**src/rtl/core/hash_coordinate_jitter_core_assert.svh**
```systemverilog
// Assertion macros shared by the hash coordinate jitter RTL.
`ifndef HASH_COORDINATE_JITTER_CORE_ASSERT_SVH
`define HASH_COORDINATE_JITTER_CORE_ASSERT_SVH

`ifndef ASSERT_OFF
// Clocked assertion that is switched off while reset is high.
`define HCJ_ASSERT(label, clock, reset, prop, msg) \
  label: assert property (@(posedge clock) disable iff (reset) prop) else $error(msg);
// Clocked assertion that is also checked during reset.
`define HCJ_ASSERT_ALWAYS(label, clock, prop, msg) \
  label: assert property (@(posedge clock) prop) else $error(msg);
`else
`define HCJ_ASSERT(label, clock, reset, prop, msg)
`define HCJ_ASSERT_ALWAYS(label, clock, prop, msg)
`endif

`endif

```
**src/rtl/core/hcj_pkg.sv**
```systemverilog
// Shared widths, constants and register codes of the hash coordinate jitter block.
package hcj_pkg;

  localparam int unsigned PIXEL_W      = 32;
  localparam int unsigned COORD_W      = 8;
  localparam int unsigned SIZE_W       = 9;
  localparam int unsigned AMT_W        = 16;
  localparam int unsigned CFG_DATA_W   = 16;
  localparam int unsigned MAX_EXEMPLAR = 256;

  localparam logic [PIXEL_W-1:0] MIX_MULT = 32'h045d9f3b;

  typedef enum logic [0:0] {
    REG_EXEMPLAR_SIZE = 1'b0,
    REG_JITTER_AMOUNT = 1'b1
  } cfg_reg_t;

endpackage

```
**src/rtl/core/hcj_pixel_if.sv**
```systemverilog
// Input channel carrying one pixel index and its exemplar coordinate pair.
interface hcj_pixel_if;
  import hcj_pkg::*;

  logic               valid;
  logic               ready;
  logic [PIXEL_W-1:0] pixel_index;
  logic [COORD_W-1:0] coord_x;
  logic [COORD_W-1:0] coord_y;

  modport source (output valid, output pixel_index, output coord_x, output coord_y,
                  input ready);
  modport sink (input valid, input pixel_index, input coord_x, input coord_y,
                output ready);
endinterface

```
**src/rtl/core/hcj_result_if.sv**
```systemverilog
// Output channel carrying one jittered exemplar coordinate pair.
interface hcj_result_if;
  import hcj_pkg::*;

  logic               valid;
  logic               ready;
  logic [COORD_W-1:0] jittered_x;
  logic [COORD_W-1:0] jittered_y;

  modport source (output valid, output jittered_x, output jittered_y, input ready);
  modport sink (input valid, input jittered_x, input jittered_y, output ready);
endinterface

```
**src/rtl/core/hash_coordinate_jitter_core.sv**
```systemverilog
// Hash coordinate jitter: one pixel a cycle in while the result side accepts. The
// index is mixed twice by a 32-bit multiply hash (four multiplier stages), the low nine
// bits of each hash scale the jitter amount in a signed multiplier, and the rounded offset
// is added to the coordinate and wrapped into 0 .. size-1 by a two-stage restoring
// reduction. Every stage holds its own valid bit and moves up when the stage after it is
// empty or moving, so bubbles close up and the block takes a new transaction each cycle
// the result side accepts. Size 0 acts as 1, size above 256 as 256, and the jitter amount
// saturates at size times 256. Configuration takes effect on pixels accepted afterwards
// and must be written only with the pipeline empty.
module hash_coordinate_jitter_core (
  input  logic              clk,
  input  logic              rst,
  input  logic              cfg_wr_en,
  input  hcj_pkg::cfg_reg_t cfg_index,
  input  logic [hcj_pkg::CFG_DATA_W-1:0] cfg_data,
  hcj_pixel_if.sink         pixel,
  hcj_result_if.source      result
);
  import hcj_pkg::*;

  `include "hash_coordinate_jitter_core_assert.svh"

  localparam int unsigned STAGES = 9;
  localparam int unsigned WRAP_W = 10;
  localparam int unsigned BOUND_W = SIZE_W + 8;
  localparam int unsigned PROD_W = BOUND_W + 1 + 10;
  localparam int unsigned OFF_W = 12;

  // ---------------------------------------------------------------- helpers
  function automatic logic [PIXEL_W-1:0] xorshift(input logic [PIXEL_W-1:0] x);
    xorshift = (x >> 16) ^ x;
  endfunction

  function automatic logic [PIXEL_W-1:0] mixmul(input logic [PIXEL_W-1:0] x);
    mixmul = xorshift(x) * MIX_MULT;
  endfunction

  // Hash bits 0..511 become a signed step -256..255.
  function automatic logic signed [9:0] hash_step(input logic [8:0] h);
    hash_step = $signed({1'b0, h}) - 10'sd256;
  endfunction

  // Jitter amount times the signed step, both widened to the product width first.
  function automatic logic signed [PROD_W-1:0] scale_step(input logic [BOUND_W-1:0] amt,
                                                          input logic [8:0] h);
    logic signed [9:0]        st;
    logic signed [PROD_W-1:0] amt_ext;
    logic signed [PROD_W-1:0] st_ext;
    st         = hash_step(h);
    amt_ext    = $signed({{(PROD_W-BOUND_W){1'b0}}, amt});
    st_ext     = {{(PROD_W-10){st[9]}}, st};
    scale_step = amt_ext * st_ext;
  endfunction

  // Five restoring steps of the reduction modulo m, starting at shift top.
  function automatic logic [WRAP_W-1:0] mod_part(input logic [WRAP_W-1:0] r,
                                                 input logic [SIZE_W-1:0] m,
                                                 input int unsigned top);
    logic [WRAP_W-1:0] rem;
    logic [WRAP_W+SIZE_W-1:0] d;
    rem = r;
    for (int i = 0; i < 5; i++) begin
      d = {{WRAP_W{1'b0}}, m} << (top - i);
      if ({{SIZE_W{1'b0}}, rem} >= d) begin
        rem = rem - d[WRAP_W-1:0];
      end
    end
    mod_part = rem;
  endfunction

  // Rounded offset plus coordinate plus m, which is never negative since |offset| <= m.
  function automatic logic [WRAP_W-1:0] biased_sum(input logic signed [PROD_W-1:0] prod,
                                                   input logic [COORD_W-1:0] c,
                                                   input logic [SIZE_W-1:0] m);
    logic signed [PROD_W-1:0] rnd;
    logic signed [OFF_W-1:0]  off;
    logic signed [OFF_W-1:0]  sum;
    rnd = prod + PROD_W'(32768);
    off = OFF_W'(rnd >>> 16);
    sum = off + $signed({{(OFF_W-COORD_W){1'b0}}, c}) + $signed({{(OFF_W-SIZE_W){1'b0}}, m});
    biased_sum = sum[WRAP_W-1:0];
  endfunction

  // ---------------------------------------------------------------- configuration
  logic [SIZE_W-1:0] exemplar_size;
  logic [AMT_W-1:0]  jitter_amount;

  always_ff @(posedge clk) begin
    if (rst) begin
      exemplar_size <= SIZE_W'(MAX_EXEMPLAR);
      jitter_amount <= '0;
    end else if (cfg_wr_en) begin
      unique case (cfg_index)
        REG_EXEMPLAR_SIZE: exemplar_size <= cfg_data[SIZE_W-1:0];
        REG_JITTER_AMOUNT: jitter_amount <= cfg_data[AMT_W-1:0];
        default: ;
      endcase
    end
  end

  logic [SIZE_W-1:0]  m_eff;
  logic [BOUND_W-1:0] bound;
  logic [BOUND_W-1:0] amt_eff;

  always_comb begin
    if (exemplar_size == '0) begin
      m_eff = SIZE_W'(1);
    end else if (exemplar_size > SIZE_W'(MAX_EXEMPLAR)) begin
      m_eff = SIZE_W'(MAX_EXEMPLAR);
    end else begin
      m_eff = exemplar_size;
    end
    bound   = {m_eff, 8'b0};
    amt_eff = (BOUND_W'(jitter_amount) > bound) ? bound : BOUND_W'(jitter_amount);
  end

  // ---------------------------------------------------------------- flow control
  logic [STAGES-1:0] vld;
  logic [STAGES:0]   adv;

  always_comb begin
    adv[STAGES] = result.ready;
    for (int k = STAGES - 1; k >= 0; k--) begin
      adv[k] = !vld[k] || adv[k+1];
    end
  end

  assign pixel.ready = adv[0];

  always_ff @(posedge clk) begin
    if (rst) begin
      vld <= '0;
    end else begin
      if (adv[0]) begin
        vld[0] <= pixel.valid;
      end
      for (int k = 1; k < STAGES; k++) begin
        if (adv[k]) begin
          vld[k] <= vld[k-1];
        end
      end
    end
  end

  // ---------------------------------------------------------------- datapath
  logic [PIXEL_W-1:0] s1_t, s1_p;
  logic [COORD_W-1:0] s1_x, s1_y;
  logic [PIXEL_W-1:0] s2_t, s2_p;
  logic [COORD_W-1:0] s2_x, s2_y;
  logic [PIXEL_W-1:0] s3_s;
  logic [8:0]         s3_a;
  logic [COORD_W-1:0] s3_x, s3_y;
  logic [PIXEL_W-1:0] s4_u;
  logic signed [PROD_W-1:0] s4_px;
  logic [COORD_W-1:0] s4_x, s4_y;
  logic [PIXEL_W-1:0] s5_u;
  logic [WRAP_W-1:0]  s5_wx;
  logic [COORD_W-1:0] s5_y;
  logic signed [PROD_W-1:0] s6_py;
  logic [WRAP_W-1:0]  s6_rx;
  logic [COORD_W-1:0] s6_y;
  logic [WRAP_W-1:0]  s7_wy;
  logic [COORD_W-1:0] s7_rx;
  logic [WRAP_W-1:0]  s8_ry;
  logic [COORD_W-1:0] s8_rx;
  logic [COORD_W-1:0] s9_rx, s9_ry;

  logic [PIXEL_W-1:0] a_full;
  logic [PIXEL_W-1:0] b_full;
  logic [WRAP_W-1:0]  rx_full;
  logic [WRAP_W-1:0]  ry_full;

  assign a_full  = xorshift(s2_t);
  assign b_full  = xorshift(s5_u);
  assign rx_full = mod_part(s6_rx, m_eff, 4);
  assign ry_full = mod_part(s8_ry, m_eff, 4);

  always_ff @(posedge clk) begin
    // First mix of the index.
    if (adv[0]) begin
      s1_t <= mixmul(pixel.pixel_index);
      s1_p <= pixel.pixel_index;
      s1_x <= pixel.coord_x;
      s1_y <= pixel.coord_y;
    end
    if (adv[1]) begin
      s2_t <= mixmul(s1_t);
      s2_p <= s1_p;
      s2_x <= s1_x;
      s2_y <= s1_y;
    end
    // Hash a is complete; seed of the second hash is a plus the index.
    if (adv[2]) begin
      s3_s <= a_full + s2_p;
      s3_a <= a_full[8:0];
      s3_x <= s2_x;
      s3_y <= s2_y;
    end
    if (adv[3]) begin
      s4_u  <= mixmul(s3_s);
      s4_px <= scale_step(amt_eff, s3_a);
      s4_x  <= s3_x;
      s4_y  <= s3_y;
    end
    if (adv[4]) begin
      s5_u  <= mixmul(s4_u);
      s5_wx <= biased_sum(s4_px, s4_x, m_eff);
      s5_y  <= s4_y;
    end
    if (adv[5]) begin
      s6_py <= scale_step(amt_eff, b_full[8:0]);
      s6_rx <= mod_part(s5_wx, m_eff, 9);
      s6_y  <= s5_y;
    end
    if (adv[6]) begin
      s7_wy <= biased_sum(s6_py, s6_y, m_eff);
      s7_rx <= rx_full[COORD_W-1:0];
    end
    if (adv[7]) begin
      s8_ry <= mod_part(s7_wy, m_eff, 9);
      s8_rx <= s7_rx;
    end
    if (adv[8]) begin
      s9_ry <= ry_full[COORD_W-1:0];
      s9_rx <= s8_rx;
    end
  end

  assign result.valid      = vld[STAGES-1];
  assign result.jittered_x = s9_rx;
  assign result.jittered_y = s9_ry;

  // ---------------------------------------------------------------- assertions
  `HCJ_ASSERT_ALWAYS(a_reset_empties, clk, rst |=> !result.valid, "result valid after reset")
  `HCJ_ASSERT(a_ready_passes, clk, rst, result.ready |-> pixel.ready, "input blocked")
  `HCJ_ASSERT(a_stall_has_room, clk, rst, (pixel.ready && !result.ready) |-> !(&vld), "no room")
  `HCJ_ASSERT(a_accept_enters, clk, rst, (pixel.valid && pixel.ready) |=> vld[0], "entry lost")

endmodule
```
**src/flat_wrapper.sv**
```systemverilog
// flat-port wrapper written by rule: the top's interface ports become plain ports
module hash_coordinate_jitter_core_flat import hcj_pkg::*;
  (clk, rst, cfg_wr_en, cfg_index, cfg_data, pixel_valid, pixel_pixel_index, pixel_coord_x, pixel_coord_y, pixel_ready, result_valid, result_jittered_x, result_jittered_y, result_ready);
  hcj_pixel_if pixel_i ();
  hcj_result_if result_i ();
  input  logic clk;
  input  logic rst;
  input  logic cfg_wr_en;
  input  hcj_pkg::cfg_reg_t cfg_index;
  input  logic [hcj_pkg::CFG_DATA_W-1:0] cfg_data;
  input wire logic [$bits(pixel_i.valid)-1:0] pixel_valid;
  input wire logic [$bits(pixel_i.pixel_index)-1:0] pixel_pixel_index;
  input wire logic [$bits(pixel_i.coord_x)-1:0] pixel_coord_x;
  input wire logic [$bits(pixel_i.coord_y)-1:0] pixel_coord_y;
  output wire logic [$bits(pixel_i.ready)-1:0] pixel_ready;
  output wire logic [$bits(result_i.valid)-1:0] result_valid;
  output wire logic [$bits(result_i.jittered_x)-1:0] result_jittered_x;
  output wire logic [$bits(result_i.jittered_y)-1:0] result_jittered_y;
  input wire logic [$bits(result_i.ready)-1:0] result_ready;
  assign pixel_i.valid = pixel_valid;
  assign pixel_i.pixel_index = pixel_pixel_index;
  assign pixel_i.coord_x = pixel_coord_x;
  assign pixel_i.coord_y = pixel_coord_y;
  assign pixel_ready = pixel_i.ready;
  assign result_valid = result_i.valid;
  assign result_jittered_x = result_i.jittered_x;
  assign result_jittered_y = result_i.jittered_y;
  assign result_i.ready = result_ready;
  hash_coordinate_jitter_core u_core (.clk(clk), .rst(rst), .cfg_wr_en(cfg_wr_en), .cfg_index(cfg_index), .cfg_data(cfg_data), .pixel(pixel_i), .result(result_i));
endmodule
```
**config.mk**
```make
export PLATFORM = sky130hd
export DESIGN_NAME = hash_coordinate_jitter_core_flat
export DESIGN_NICKNAME = d
export VERILOG_FILES = /design/src/rtl/core/hcj_pkg.sv /design/src/rtl/core/hcj_pixel_if.sv /design/src/rtl/core/hcj_result_if.sv /design/src/rtl/core/hash_coordinate_jitter_core.sv /design/src/flat_wrapper.sv
export VERILOG_INCLUDE_DIRS = /design/src /design/src/rtl/core
export SDC_FILE = /design/constraint.sdc
export NUM_CORES = 2
export LEC_CHECK = 0
export BUFFER_PORTS_ARGS = -buffer_cell sky130_fd_sc_hd__buf_2
export CORE_ASPECT_RATIO = 1.1
export CORE_MARGIN = 8
export CORE_UTILIZATION = 40
export CTS_BUF_LIST = sky130_fd_sc_hd__clkbuf_8
export DETAILED_ROUTE_END_ITERATION = 8
export PLACE_DENSITY = 0.58
export SYNTH_ARGS = -nofsm -noshare
export SYNTH_HDL_FRONTEND = slang
export SYNTH_SLANG_ARGS = --single-unit
```
**constraint.sdc**
```tcl
create_clock -name clk -period 24.5 [get_ports clk]
set_input_delay 4.9 -clock clk [delete_from_list [all_inputs] [get_ports clk]]
set_output_delay 4.9 -clock clk [all_outputs]
set_load 0.02 [all_outputs]
```
### Yosys cells after proc, flatten, opt, wreduce, memory -nomap -nowiden

Index checks and enable logic that the tools add are counted.

* $add $sub $neg: 29
* multiply operators: 6
* $lt $le $gt $ge: 22
* mux-type cells: 31
* bitwise logic cells: 7
* reductions and logical operators: 21

Operators with widths (count)
* $mux W10: 26
* $sub A10 B10 Y10: 18
* $xor A16 B32 Y32: 5
* $mul A32 B27 Y32 const B: 3
* $add A26 B17 Y26 const B: 2
* $mul A18 B10 Y26: 2
* $ge A10 B18 Y1: 2
* $ge A10 B17 Y1: 2
* $add A32 B32 Y32: 1
* $ge A10 B16 Y1: 2
* $mul A32 B27 Y25 const B: 1
* $ge A10 B15 Y1: 2
* $ge A10 B14 Y1: 2
* $ge A10 B13 Y1: 2
* $ge A10 B12 Y1: 2
* $ge A10 B11 Y1: 2
* $add A10 B10 Y10: 2
* $add A10 B9 Y10: 2
* $ge A10 B10 Y1: 2
* $ge A10 B9 Y1: 2
* $sub A9 B9 Y10 const B: 2
* $mux W9: 2
* $gt A16 B17 Y1: 1
* $mux W17: 1
* 9 further kinds: 28

* flip-flop bits (word level): 464
* input bits: 70
* output and inout bits: 18
* word-level logic and storage cells: 155

### Logic depth before layout (Yosys ltp)

* word-level depth: 17
* depth in mapped cells: 47
* gate-level depth less buffers: 46

### Least setup slack after synthesis

OpenSTA, ideal clock, no wires.

* kind: input to output
* start: in result_ready
* end: out pixel_ready
* data arrival time: 9716 ps
* data required time: 19600 ps
* slack: 9884 ps
* cell stages on the path: 6
* buffers on the path: 0
* cell sequence: nor2b_1 > and3_1 > and2_1 > nand3_1 > nor2_1 > nand3_1

* cells in the longest elaborated chain, start to end: 9

RTL lines
* start, declared: line flat_wrapper.sv:19 `input wire logic [$bits(result_i.ready)-1:0] result_ready;`
* $logic_or A1 B1 Y1 (6 in series): line hash_coordinate_jitter_core.sv:124 `adv[k] = !vld[k] || adv[k+1];`
* net u_core.adv[3]: line hash_coordinate_jitter_core.sv:119 `logic [STAGES:0] adv;`
* $logic_or A1 B1 Y1 (3 in series): line hash_coordinate_jitter_core.sv:124
* end, declared: line flat_wrapper.sv:15 `output wire logic [$bits(pixel_i.ready)-1:0] pixel_ready;`

The timed path passes the listed nets, and every way through them passes these cells.

### Final worst setup path

Ends and elaborated chain as after synthesis.

==> metrics list <==
* Run status: completed
- Setup crit start: result_ready
- Post-cts sizing count: 0
- Total area of sequential cells: about 12000 µm²
* Largest net degree at the start of global routing: between 80 and 90
- Number of antenna violations at the first check in global routing: 16
* Pins Over Slew Limit: 0
- Setup violations remaining at the end of the flow were counted as 0.
- Maximum root-to-sink buffer count: 3
* Total of flip-flops plus latches after synthesis: around 430
- Fmax achieved: 76.79 MHz
- Of the synthesized area, sequential elements account for 0.1913.
- Crit end category: output pin
- Floorplan row count: about 160
* Top_reg_cell synth: sky130_fd_sc_hd__edfxtp_1
* Post-CTS Hold Buffers: 0
- Synth unique cells: 94
* Period Utilization, post-route: 0.5315
* Global router's overall resource usage: 0.1883
* CTS buffer count: between 70 and 80
- Critical Path Start Type: input pin
* Skew-Pair Late Insertion Delay: approximately 760 ps
* Count of endpoints failing hold in the final timing report: 0
* Worst endpoint data arrival time: ~8000 ps
- The worst register-to-register path begins at u_core.exemplar_size[8].
- The multi-input combinational cells in the finished layout cover a total of 46290 µm².
* Final Net Count: about 8400
* Die ar.: between 150000 and 200000 µm²
- The average instance in the mapped netlist occupies around 11 µm².
* Kind of critical path: input pin to output pin
- The first global-routing pass estimated roughly 260 mm of wire.
* Number of DRC markers after the initial detailed-route iteration: approximately 2000
- Max Cap Viol: 0
* Clock skew after layout: roughly 84 ps
* CTS Root Buffer Type: sky130_fd_sc_hd__clkbuf_8
- Worst hold path type: flop to flop
- Routed length per placed instance: 19.15 µm
- Worst slew pin tran: about 1200 ps
- Top cells by area in the synthesized netlist: sky130_fd_sc_hd__fa_1 33%, sky130_fd_sc_hd__edfxtp_1 18%, sky130_fd_sc_hd__ha_1 18%
- Headroom to the max-slew limit came out at 0.2104.
- Min Clock Period, post-route: about 13000 ps
* Synth area leader: sky130_fd_sc_hd__fa_1
- The clock drives ~430 sinks.
* EDFF count, synth: about 390
- Layout Area Growth over Synthesis: 7.846%
- In this run the most critical hold path is launched from u_core.s3_y[3].
* Die boundary width: 401.1 µm
* Gp weighted congestion: 0.9188
* Number of fill cells in the layout: around 16000
- The H-tree generated during clock tree synthesis spans 3 levels.
- The number of global-route vias before repair was ~46000.
- In the final timing run, aggregate negative setup slack is 0 ps.
* Number of vias per cell after detailed routing: 4.888
* Maximum fanout count along the critical path: 61
- Die Ht: 439.6 µm
- Total number of yosys warnings: 0
- Layout cell share with drive strength beyond 1: 0.05912
* Worst-path clk slew: ~60 ps
- 88 I/O pins were placed.
* TritonCTS clock tree: built
* Area share of the largest cell type after synthesis: 0.3311
- Post-CTS timing repair inserted 0 buffers for setup.
* Total overflow reported by the global router: 0
- Port buffering added between 80 and 90 buffers.
* Final antenna-violating net count: 0
- Post-route DRC violation count: 0
- Once detailed placement completed, the half-perimeter wirelength came to ~140 mm.
- Of all flip-flops after synthesis, the portion carrying an async set or reset was 0.
- Detailed Route WL: 163.8 mm
* RSZ-0062 raised after global routing: no
- Total via count in the routed design: 41810
- Starting density of the core: 0.4024
- The first TritonRoute pass finished after 5 iterations.
- Required time of the critical path: between 15000 and 20000 ps
- Core area: 162100 µm²
* Number of instances in the synthesized netlist: roughly 6000
- Cell Area, Synth: about 65000 µm²
## cell type report
class / count / share of cell area
Antenna cell: 5 / 0.0001778
Clock buffer: 79 / 0.01545
Clock inverter: 62 / 0.007184
Inverter: 1685 / 0.08989
Multi-Input combinational cell: 4012 / 0.6579
Sequential cell: 427 / 0.1774
Tap cell: 2119 / 0.03768
Timing Repair Buffer: 163 / 0.01430
## Yosys cell counts, drive strengths merged, types with 34 or more instances
master,n
ha,923
nor3,37
nand2,296
dfxtp,34
mux2,72
and3,39
inv,1685
a21o,75
fa,1079
o21a,43
and2,59
clkbuf,50
nand3,42
edfxtp,393
o21bai,37
a21oi,194
xnor2,270
o21ai,103
nand2b,55
nor2,209
nor2b,44
xor2,163
## through the flow
| step | cells | utilization | cell area (µm²) | setup slack [ps] | hold WS [ps] |
|---|---|---|---|---|---|
| 4_1_cts | 8547 | 0.4339 | 70350 | 11410 | 369.8 |
| 2_1_floorplan | 6186 | - | 65300 | 9884 | 400.3 |
| 5_1_grt | 8549 | 0.4339 | 70350 | 11120 | 392.4 |
| 3_5_place_dp | 8406 | 0.4241 | 68750 | 11430 | 404.5 |
| 6_report | 8552 | 0.4340 | 70360 | 11480 | 386.3 |
| 3_3_place_gp | 8406 | 0.4241 | 68750 | 11490 | 401.8 |
## kinds of logic (layout without fill, tap and decap cells)
family | after synthesis | after routing | synth area share
other | 2 | 23 | 0.0001151
muxes | 96 | 96 | 0.01674
xor gates and xnor gates | 436 | 436 | 0.05916
buffers and inverters | 1747 | 1989 | 0.1009
adders and majority gates | 2002 | 2002 | 0.5081
DFF | 427 | 427 | 0.1913
and+or+nand+nor | 852 | 852 | 0.06214
AOI/OAI and AO/OA | 608 | 608 | 0.06150
## layout by cell type (no fill, tap or decap), drive strengths merged, types with 42 or more instances in the layout
cell / synthesis / routed
buf: 12 / 163
a21oi: 194 / 194
o21ai: 103 / 103
mux2: 72 / 72
xor2: 163 / 163
and2: 59 / 59
fa: 1079 / 1079
a21o: 75 / 75
nand2b: 55 / 55
xnor2: 270 / 270
o21a: 43 / 43
inv: 1685 / 1718
nand2: 296 / 296
nand3: 42 / 42
nor2b: 44 / 44
ha: 923 / 923
nor2: 209 / 209
edfxtp: 393 / 393
clkbuf: 50 / 79
## sequential cells by signal (all words and copies together), names as in the netlist, 10 cells and up
register,cells
u_core.s6_rx,10
u_core.s8_ry,10
u_core.s5_wx,10
u_core.s1_t,32
u_core.s4_px,11
u_core.s4_u,32
u_core.s2_p,32
u_core.s6_py,11
u_core.s7_wy,10
u_core.jitter_amount,16
u_core.s3_s,32
u_core.s1_p,32
u_core.s2_t,32
u_core.s5_u,18
## layer usage
layer / vias to the layer above / track usage / share of wire
li1: 19780 / - / -
met1: 21010 / 0.2359 / 0.42
met2: 790 / 0.3405 / 0.51
met3: 221 / 0.02320 / 0.040
met4: 4 / 0.05500 / 0.030
met5: - / 0 / 0.00016
## worst max-delay path: stages
cell                      delay [ps]
sky130_fd_sc_hd__buf_2           100
sky130_fd_sc_hd__nor2b_1         290
sky130_fd_sc_hd__and3_1          280
sky130_fd_sc_hd__and2_1          290
sky130_fd_sc_hd__nand3_4         690
sky130_fd_sc_hd__nor2_1          760
sky130_fd_sc_hd__nand3_4         440
sky130_fd_sc_hd__buf_2           320
## final timing paths
path	end	slack [ps]	depth (start not counted)
setup / recovery	pixel_ready	11480	8
hold / removal	u_core.s4_y[3]	390	0
setup reg to reg	u_core.s7_rx[4]	12960	40
hold reg to reg	u_core.s4_y[3]	390	0
Power is left out: the tool's default activity adds up to more than one toggle a clock period on the data nets, which glitch-free logic cannot reach.
